==> config.mk <==
export PLATFORM = sky130hd
export DESIGN_NAME = minikey_counter_sha256_check
export DESIGN_NICKNAME = d
export VERILOG_FILES = /design/src/sv/mkc_pkg.sv /design/src/sv/mkc_datapath.sv /design/src/sv/mkc_ctrl.sv /design/src/sv/minikey_counter_sha256_check.sv
export SDC_FILE = /design/constraint.sdc
export NUM_CORES = 2
export LEC_CHECK = 0
export ABC_AREA = 1
export BUFFER_PORTS_ARGS = -buffer_cell sky130_fd_sc_hd__buf_4
export CAP_MARGIN = 30
export CORE_ASPECT_RATIO = 1.25
export CORE_MARGIN = 1.5
export CORE_UTILIZATION = 57
export DETAILED_ROUTE_END_ITERATION = 10
export MAX_ROUTING_LAYER = met4
export PLACE_DENSITY = 0.74
export SETUP_SLACK_MARGIN = 0.4
export SKIP_LAST_GASP = 1
export SLEW_MARGIN = 20
export SYNTH_ARGS = -nofsm -noshare
export SYNTH_HDL_FRONTEND = slang
export SYNTH_SLANG_ARGS = --single-unit
==> constraint.sdc <==
create_clock -name clk_i -period 14.39 [get_ports clk_i]
set_input_delay 2.878 -clock clk_i [delete_from_list [all_inputs] [get_ports clk_i]]
set_output_delay 2.878 -clock clk_i [all_outputs]
set_load 0.05 [all_outputs]
==> src/sv/mkc_pkg.sv <==
// Package for the mini key counter with SHA-256 check.
// Holds the alphabet, SHA-256 constants and shared command/status types.
`default_nettype none
package mkc_pkg;

  localparam int MaxKeyChars   = 30;
  localparam int AlphabetSize  = 58;
  localparam int ShortKeyChars = 22;
  localparam logic [7:0] TailChar = 8'h3F;
  localparam logic [7:0] PadByte  = 8'h80;

  localparam logic [0:0] CfgKeyIsLong   = 1'b0;
  localparam logic [0:0] CfgCheckEnable = 1'b1;

  // character for a digit, zero outside the alphabet
  function automatic logic [7:0] digit_char(input logic [5:0] d);
    logic [7:0] c;
    begin
      c = 8'h00;
      if (d < 6'd9)       c = 8'h31 + {2'b00, d};
      else if (d < 6'd17) c = 8'h41 + {2'b00, d - 6'd9};
      else if (d < 6'd22) c = 8'h4A + {2'b00, d - 6'd17};
      else if (d < 6'd33) c = 8'h50 + {2'b00, d - 6'd22};
      else if (d < 6'd44) c = 8'h61 + {2'b00, d - 6'd33};
      else if (d < 6'd58) c = 8'h6D + {2'b00, d - 6'd44};
      return c;
    end
  endfunction

  function automatic logic [31:0] round_k(input logic [5:0] i);
    logic [31:0] k;
    begin
      case (i)
        6'd0: k = 32'h428a2f98; 6'd1: k = 32'h71374491; 6'd2: k = 32'hb5c0fbcf;
        6'd3: k = 32'he9b5dba5; 6'd4: k = 32'h3956c25b; 6'd5: k = 32'h59f111f1;
        6'd6: k = 32'h923f82a4; 6'd7: k = 32'hab1c5ed5; 6'd8: k = 32'hd807aa98;
        6'd9: k = 32'h12835b01; 6'd10: k = 32'h243185be; 6'd11: k = 32'h550c7dc3;
        6'd12: k = 32'h72be5d74; 6'd13: k = 32'h80deb1fe; 6'd14: k = 32'h9bdc06a7;
        6'd15: k = 32'hc19bf174; 6'd16: k = 32'he49b69c1; 6'd17: k = 32'hefbe4786;
        6'd18: k = 32'h0fc19dc6; 6'd19: k = 32'h240ca1cc; 6'd20: k = 32'h2de92c6f;
        6'd21: k = 32'h4a7484aa; 6'd22: k = 32'h5cb0a9dc; 6'd23: k = 32'h76f988da;
        6'd24: k = 32'h983e5152; 6'd25: k = 32'ha831c66d; 6'd26: k = 32'hb00327c8;
        6'd27: k = 32'hbf597fc7; 6'd28: k = 32'hc6e00bf3; 6'd29: k = 32'hd5a79147;
        6'd30: k = 32'h06ca6351; 6'd31: k = 32'h14292967; 6'd32: k = 32'h27b70a85;
        6'd33: k = 32'h2e1b2138; 6'd34: k = 32'h4d2c6dfc; 6'd35: k = 32'h53380d13;
        6'd36: k = 32'h650a7354; 6'd37: k = 32'h766a0abb; 6'd38: k = 32'h81c2c92e;
        6'd39: k = 32'h92722c85; 6'd40: k = 32'ha2bfe8a1; 6'd41: k = 32'ha81a664b;
        6'd42: k = 32'hc24b8b70; 6'd43: k = 32'hc76c51a3; 6'd44: k = 32'hd192e819;
        6'd45: k = 32'hd6990624; 6'd46: k = 32'hf40e3585; 6'd47: k = 32'h106aa070;
        6'd48: k = 32'h19a4c116; 6'd49: k = 32'h1e376c08; 6'd50: k = 32'h2748774c;
        6'd51: k = 32'h34b0bcb5; 6'd52: k = 32'h391c0cb3; 6'd53: k = 32'h4ed8aa4a;
        6'd54: k = 32'h5b9cca4f; 6'd55: k = 32'h682e6ff3; 6'd56: k = 32'h748f82ee;
        6'd57: k = 32'h78a5636f; 6'd58: k = 32'h84c87814; 6'd59: k = 32'h8cc70208;
        6'd60: k = 32'h90befffa; 6'd61: k = 32'ha4506ceb; 6'd62: k = 32'hbef9a3f7;
        default: k = 32'hc67178f2;
      endcase
      return k;
    end
  endfunction

  localparam logic [255:0] InitH = {32'h6a09e667, 32'hbb67ae85, 32'h3c6ef372, 32'ha54ff53a,
                                    32'h510e527f, 32'h9b05688c, 32'h1f83d9ab, 32'h5be0cd19};

  typedef struct packed {
    logic start;   // latch candidate block, begin rounds
    logic round;   // run one compression round
    logic advance; // step counter by one
  } mkc_cmd_t;

  typedef struct packed {
    logic last_round;
    logic passed;
  } mkc_sts_t;

endpackage
`default_nettype wire

==> src/sv/mkc_datapath.sv <==
// Datapath: digit store, block builder, one-round-per-cycle SHA-256 core,
// carry-ripple counter advance. Depends on mkc_pkg.
`default_nettype none
module mkc_datapath #(
  parameter int MAX_KEY_CHARS = mkc_pkg::MaxKeyChars,
  parameter int ALPHABET_SIZE = mkc_pkg::AlphabetSize
) (
  input  wire logic           clk_i,
  input  wire logic           rst_ni,
  input  wire logic           key_is_long_i,
  input  wire logic           load_i,
  input  wire logic [4:0]     digit_position_i,
  input  wire logic [5:0]     digit_value_i,
  input  wire mkc_pkg::mkc_cmd_t cmd_i,
  output mkc_pkg::mkc_sts_t   sts_o,
  output logic [239:0]        chars_o,
  output logic                wrapped_o
);
  import mkc_pkg::*;

  localparam int TopDigit = ALPHABET_SIZE - 1;

  logic [5:0] digits_q [MAX_KEY_CHARS];
  logic [5:0] digits_d [MAX_KEY_CHARS];
  logic       wrap_d;
  logic [7:0] chr [MAX_KEY_CHARS];
  logic [239:0] chars_d;
  logic [239:0] chars_q;
  logic [511:0] blk;
  logic [511:0] w_q;
  logic [255:0] v_q;
  logic [5:0]   rnd_q;
  logic [31:0]  a, b, c, e, f, g, h, t1, t2, s0, s1, wn;
  logic [31:0]  wi;

  always_comb begin
    for (int i = 0; i < MAX_KEY_CHARS; i++) begin
      if (i >= ShortKeyChars && !key_is_long_i) chr[i] = 8'h00;
      else if ({1'b0, digits_q[i]} >= 7'(ALPHABET_SIZE)) chr[i] = 8'h00;
      else chr[i] = digit_char(digits_q[i]);
    end
    chars_d = '0;
    for (int i = 0; i < MAX_KEY_CHARS; i++) chars_d[239 - 8*i -: 8] = chr[i];
    blk = '0;
    blk[511 -: 240] = chars_d;
    if (key_is_long_i) begin
      blk[511 - 8*MAX_KEY_CHARS -: 16] = {TailChar, PadByte};
      blk[15:0] = 16'((MAX_KEY_CHARS + 1) * 8);
    end else begin
      blk[511 - 8*ShortKeyChars -: 16] = {TailChar, PadByte};
      blk[15:0] = 16'((ShortKeyChars + 1) * 8);
    end
  end

  // counter advance: ripple from the last digit in use
  always_comb begin
    logic carry;
    carry = 1'b1;
    for (int i = 0; i < MAX_KEY_CHARS; i++) digits_d[i] = digits_q[i];
    for (int i = MAX_KEY_CHARS - 1; i >= 0; i--) begin
      if (carry && (key_is_long_i || i < ShortKeyChars)) begin
        if (digits_q[i] < 6'(TopDigit)) begin
          digits_d[i] = digits_q[i] + 6'd1;
          carry = 1'b0;
        end else begin
          digits_d[i] = '0;
        end
      end
    end
    wrap_d = carry;
  end

  always_ff @(posedge clk_i or negedge rst_ni) begin
    if (!rst_ni) begin
      for (int i = 0; i < MAX_KEY_CHARS; i++) digits_q[i] <= '0;
    end else if (load_i) begin
      if (32'(digit_position_i) < MAX_KEY_CHARS)
        digits_q[digit_position_i] <= digit_value_i;
    end else if (cmd_i.advance) begin
      for (int i = 0; i < MAX_KEY_CHARS; i++) digits_q[i] <= digits_d[i];
    end
  end

  always_ff @(posedge clk_i) begin
    if (cmd_i.advance) wrapped_o <= wrap_d;
    if (cmd_i.start) chars_q <= chars_d;
  end
  assign chars_o = chars_q;

  // SHA-256 round unit with a 16-word schedule window
  assign a = v_q[255:224]; assign b = v_q[223:192]; assign c = v_q[191:160];
  assign e = v_q[127:96];  assign f = v_q[95:64];   assign g = v_q[63:32];
  assign h = v_q[31:0];
  assign wi = w_q[511:480];
  assign s0 = {w_q[454:448], w_q[479:455]} ^ {w_q[465:448], w_q[479:466]} ^ (w_q[479:448] >> 3);
  assign s1 = {w_q[48:32], w_q[63:49]} ^ {w_q[50:32], w_q[63:51]} ^ (w_q[63:32] >> 10);
  assign wn = wi + s0 + w_q[223:192] + s1;
  assign t1 = h + ({e[5:0], e[31:6]} ^ {e[10:0], e[31:11]} ^ {e[24:0], e[31:25]})
            + ((e & f) ^ (~e & g)) + round_k(rnd_q) + wi;
  assign t2 = ({a[1:0], a[31:2]} ^ {a[12:0], a[31:13]} ^ {a[21:0], a[31:22]})
            + ((a & b) ^ (a & c) ^ (b & c));

  always_ff @(posedge clk_i or negedge rst_ni) begin
    if (!rst_ni) begin
      rnd_q <= '0;
    end else if (cmd_i.start) begin
      rnd_q <= '0;
    end else if (cmd_i.round) begin
      rnd_q <= rnd_q + 6'd1;
    end
  end

  always_ff @(posedge clk_i) begin
    if (cmd_i.start) begin
      w_q <= blk;
      v_q <= InitH;
    end else if (cmd_i.round) begin
      w_q <= {w_q[479:0], wn};
      v_q <= {t1 + t2, a, b, c, v_q[159:128] + t1, e, f, g};
    end
  end

  assign sts_o.last_round = (rnd_q == 6'd63);
  assign sts_o.passed     = ((v_q[255:224] + InitH[255:224]) >> 24) == 32'd0;

endmodule
`default_nettype wire

==> src/sv/mkc_ctrl.sv <==
// Controller: accepts transactions, sequences 64 rounds, drives the output register.
// Depends on mkc_pkg.
`default_nettype none
module mkc_ctrl (
  input  wire logic       clk_i,
  input  wire logic       rst_ni,
  input  wire logic       check_enable_i,
  input  wire logic       in_valid_i,
  input  wire logic       req_step_i,
  output logic            in_ready_o,
  output logic            load_o,
  output mkc_pkg::mkc_cmd_t cmd_o,
  input  wire mkc_pkg::mkc_sts_t sts_i,
  output logic            out_valid_o,
  input  wire logic       out_ready_i,
  output logic            capture_o
);
  import mkc_pkg::*;

  localparam logic [1:0] StIdle = 2'd0;
  localparam logic [1:0] StRun  = 2'd1;
  localparam logic [1:0] StDone = 2'd2;

  logic [1:0] state_q, state_d;
  logic       ovalid_q, ovalid_d;
  logic       accept;

  assign in_ready_o = (state_q == StIdle);
  assign accept     = in_valid_i && in_ready_o;
  assign load_o     = accept && !req_step_i;

  always_comb begin
    state_d     = state_q;
    cmd_o       = '0;
    capture_o   = 1'b0;
    ovalid_d    = ovalid_q && !out_ready_i;
    case (state_q)
      StIdle: begin
        if (accept && req_step_i) begin
          cmd_o.start = 1'b1;
          state_d = StRun;
        end
      end
      StRun: begin
        cmd_o.round = 1'b1;
        if (sts_i.last_round) state_d = StDone;
      end
      StDone: begin
        // wait for a free output register
        if (!ovalid_q || out_ready_i) begin
          cmd_o.advance = 1'b1;
          capture_o = 1'b1;
          ovalid_d = !check_enable_i || sts_i.passed;
          state_d = StIdle;
        end
      end
      default: state_d = StIdle;
    endcase
  end

  always_ff @(posedge clk_i or negedge rst_ni) begin
    if (!rst_ni) begin
      state_q  <= StIdle;
      ovalid_q <= 1'b0;
    end else begin
      state_q  <= state_d;
      ovalid_q <= ovalid_d;
    end
  end
  assign out_valid_o = ovalid_q;

endmodule
`default_nettype wire

==> src/sv/minikey_counter_sha256_check.sv <==
// Mini key counter with SHA-256 check: top level.
// A step runs in order: accept, 64 SHA-256
// rounds (one round per cycle through the single round unit), and a finish step that
// waits for a free output register, advances the counter and fills the output register.
// Loads are taken 1 per cycle while idle; a step is accepted only once the last step is done.
// Asynchronous active-low reset clears the digits to zero, key_is_long to 0, check_enable to 1.
`default_nettype none
module minikey_counter_sha256_check #(
  parameter int MAX_KEY_CHARS = mkc_pkg::MaxKeyChars,
  parameter int ALPHABET_SIZE = mkc_pkg::AlphabetSize
) (
  input  wire logic         clk_i,
  input  wire logic         rst_ni,
  input  wire logic         cfg_we_i,
  input  wire logic [0:0]   cfg_index_i,
  input  wire logic [0:0]   cfg_data_i,
  input  wire logic         s_axis_tvalid,
  output logic              s_axis_tready,
  input  wire logic [15:0]  s_axis_tdata,  // digit_position[4:0], digit_value[10:5], zeros
  input  wire logic         s_axis_tuser,  // req_type
  output logic              m_axis_tvalid,
  input  wire logic         m_axis_tready,
  output logic [247:0]      m_axis_tdata   // chars_first, chars_second, chars_third,
                                           // chars_fourth, check_passed, counter_wrapped
);
  import mkc_pkg::*;

  logic key_is_long_q, check_enable_q;
  mkc_cmd_t cmd;
  mkc_sts_t sts;
  logic load, capture, wrapped;
  logic [239:0] chars;
  logic [240:0] res_q;

  // configuration registers
  always_ff @(posedge clk_i or negedge rst_ni) begin
    if (!rst_ni) begin
      key_is_long_q  <= 1'b0;
      check_enable_q <= 1'b1;
    end else if (cfg_we_i) begin
      if (cfg_index_i == CfgKeyIsLong)   key_is_long_q  <= cfg_data_i[0];
      if (cfg_index_i == CfgCheckEnable) check_enable_q <= cfg_data_i[0];
    end
  end

  mkc_ctrl u_ctrl (
    .clk_i, .rst_ni,
    .check_enable_i (check_enable_q),
    .in_valid_i     (s_axis_tvalid),
    .req_step_i     (s_axis_tuser),
    .in_ready_o     (s_axis_tready),
    .load_o         (load),
    .cmd_o          (cmd),
    .sts_i          (sts),
    .out_valid_o    (m_axis_tvalid),
    .out_ready_i    (m_axis_tready),
    .capture_o      (capture)
  );

  mkc_datapath #(.MAX_KEY_CHARS(MAX_KEY_CHARS), .ALPHABET_SIZE(ALPHABET_SIZE)) u_dp (
    .clk_i, .rst_ni,
    .key_is_long_i    (key_is_long_q),
    .load_i           (load),
    .digit_position_i (s_axis_tdata[4:0]),
    .digit_value_i    (s_axis_tdata[10:5]),
    .cmd_i            (cmd),
    .sts_o            (sts),
    .chars_o          (chars),
    .wrapped_o        (wrapped)
  );

  // output register; the wrap flag is registered in the datapath on the same
  // advance and only changes on the next advance, once this result has left
  always_ff @(posedge clk_i) begin
    if (capture) res_q <= {sts.passed, chars};
  end

  assign m_axis_tdata = {6'd0, wrapped, res_q[240],
                         res_q[47:0], res_q[111:48], res_q[175:112], res_q[239:176]};

endmodule
`default_nettype wire

==> reports/metrics.cfg <==
[clock_network]
cts_buffers = 151
hold_buffers = 0
cts_resized = 0
cts_buffer_depth = 3
h-tree-depth = 4
tritoncts = built
root_buffer = clkbuf_16
clock_latency_ns = 0.84
cts.sinks = 1441
clk_pin_slew_ns = 0.07
cts_setup_buffers = 0

[finish]
drive_gt1_frac = 0.0631
final_common_cell = nand2_1
nNetsFinal = 12900
fillers = 14800
area_delta_synth_final_pct = 8.71
mostFrequentLayoutCells = 2255 x nand2_1, 1810 x inv_1, 888 x nor2_1

[detailed_routing]
viasPerCell = 6.03
first_iter_violations = 9942
first_pass_iters = 7
wirelength_um = 329000
ant_nets = 0
wl_per_cell_um = 22.8
drc = 0
via_count = 87100

[critical_path]
cp_max_fo = 12
cpMostUsedCell = inv_1
worstSetupPathType = flop to flop
reg2reg_slack_ns = 4.72
crit_path_end_kind = flop
reg2reg_from = u_dp.rnd_q[1]
arrival_ns = 10.39
cp-startpoint = u_dp.rnd_q[1]
endpoint = u_dp.v_q[255]
critPathSlowestCell = a221oi_1
crit_required_ns = 15.10
rr_endpoint = u_dp.v_q[255]
critPathMaxStageDelay_ns = 0.79
rr_worst_depth = 34
worstSetupStartpointType = flop

[timing]
setup_viol_count_final = 0
tns_ns = 0
max_freq_ghz = 0.103
period_needed_ns = 9.67
rsz0062_at_grt = false
period_share = 0.672
slew_headroom = 0.276
fin_skew_ns = 0.0312
maxSlewViolCount = 0
worst_pin_slew_ns = 1.08
hold_violations = 0

[die]
rows = 169
die_area_um2 = 173000
start_util = 0.574
ios = 274
core_um2 = 170000
die_h_um = 465
dieWidth_um = 373

[place]
dp_hpwl_um = 247000
numPortBuffers = 262
gp_congestion = 1.05

[global_routing]
busiest_layer = met2
met1_usage = 0.466
grt_max_degree = 232
antenna_found_initial = 16
grt_pass1_wl_um = 492000
grtUsageMet2 = 0.593
grt_pass1_vias = 82700
grt_use_total = 0.380
grt_overflow = 0
use_met3 = 0.0628

[logic_synthesis]
synth_edf_count = 754
synth.area.top_cells = edfxtp_1 23%, dfxtp_1 10%, nand2_1 8.7%, ha_1 7.7%, inv_1 7.0%
synth_seq_cells = 1441
mappedNetlistArea_um2 = 97400
synth_warnings = 0
yosys.area.top_type = edfxtp_1
syn_inst = 12000
async_flop_share = 0.133
seq_area_frac_synth = 0.383
synth_ff_type = edfxtp_1
synth_cell_types = 87
synth_top_area_share = 0.232
synth.avg_cell_area_um2 = 8.09

[job]
maxCapViolCount = 0

[worst_hold_path]
hold_class = flop to flop

[outcome]
status = completed

-- synthesized netlist by cell type (all sizes together), types with 5 or more instances --
master	number
clkinv	29
o21a	28
and2	24
a21boi	22
a31oi	74
ha	598
fa	187
xnor2	209
buf	148
edfxtp	754
o21bai	23
a32oi	7
a211oi	45
nor4	20
nand2	2286
nand4	56
or2	50
a31o	5
nand3	467
o32ai	10
inv	1853
o211ai	55
a311oi	20
a32o	19
o311ai	9
nor2	906
xor2	441
a221oi	21
a21o	17
o22ai	178
clkbuf	303
dfrtp	190
o31ai	56
o21ai	893
o41ai	8
a21oi	803
a22oi	388
o221ai	43
o211a	6
dfxtp	496
o2111ai	20
nor3	99
a22o	139
nand3b	7
-- routing by layer --
| metal | vias to the layer above | wire length (µm) |
|---|---|---|
| li1 | 40400 | - |
| met1 | 41600 | 130000 |
| met2 | 4240 | 150000 |
| met3 | 937 | 27300 |
| met4 | 0 | 22200 |
| met5 | - | 0 |
-- per-stage QoR --
stage / util / std cells / area (µm²) / hold WS, ns / worst slack [ns]
after global routing: 0.624 / 14400 / 106000 / 0.418 / 4.28
final: 0.624 / 14400 / 106000 / 0.406 / 4.72
after CTS: 0.623 / 14400 / 106000 / 0.404 / 4.98
after detailed placement: 0.593 / 14100 / 101000 / 0.405 / 4.99
after global placement: 0.593 / 14100 / 101000 / 0.402 / 4.83
after floorplan: - / 12100 / 97400 / 0.400 / 0.574
-- cell type report --
cell class / instances / area (µm²) / share of cell area
Sequential cell: 1441 / 37400 / 0.353
Tap cell: 2223 / 2780 / 0.0263
Clock inverter: 85 / 880 / 0.00831
Inverter: 1882 / 7080 / 0.0669
Antenna cell: 10 / 25.0 / 0.000236
Timing Repair Buffer: 326 / 2550 / 0.0241
Clock buffer: 194 / 4130 / 0.0390
Multi-Input combinational cell: 8279 / 51100 / 0.483
-- cells by family (layout without fill, tap and decap cells) --
family                   Yosys count  after routing  synth area share
AO/OA/AOI/OAI                   2907           2907             0.184
XOR/XNOR                         650            650            0.0588
multiplexers                       7              7          0.000758
flip-flops                      1441           1441             0.383
buffers and inverters           2333           2487            0.0926
other                              1             16         0.0000385
AND/OR/NAND/NOR                 3923           3923             0.165
adder cells (fa/ha/maj)          786            786             0.115
-- state kept, by name (all words and copies together) (netlist names) --
signal	flops
u_dp.rnd_q	6
u_dp.w_q	512
u_dp.wrapped_o	1
u_dp.digits_q	180
res_q	241
u_ctrl.state_q	2
key_is_long_q	1
u_dp.v_q	256
check_enable_q	1
u_dp.chars_o	240
u_ctrl.out_valid_o	1
-- how the worst min path moves through the flow --
stage	slack [ns]	from	cells after the start	end
finish	0.41	u_dp.chars_o[112]	0	res_q[112]
global route	0.42	u_dp.chars_o[89]	0	res_q[89]
CTS	0.40	u_dp.chars_o[112]	0	res_q[112]
detailed placement	0.40	u_dp.chars_o[122]	0	res_q[122]
global placement	0.40	u_dp.chars_o[130]	0	res_q[130]
floorplan	0.40	u_dp.chars_o[0]	0	res_q[0]
-- critical path, delay by kind of cell (launching register included) --
kind | cells | cell delay, ns
AO/OA/AOI/OAI | 13 | 3.28
XOR/XNOR | 1 | 0.38
adder cells (fa/ha/maj) | 7 | 3.34
buffers and inverters | 5 | 0.83
flip-flops | 1 | 0.75
AND/OR/NAND/NOR | 8 | 0.99
Power is not shown: default switching activity piles up to over one toggle a cycle in this logic, so the estimate is an artifact.
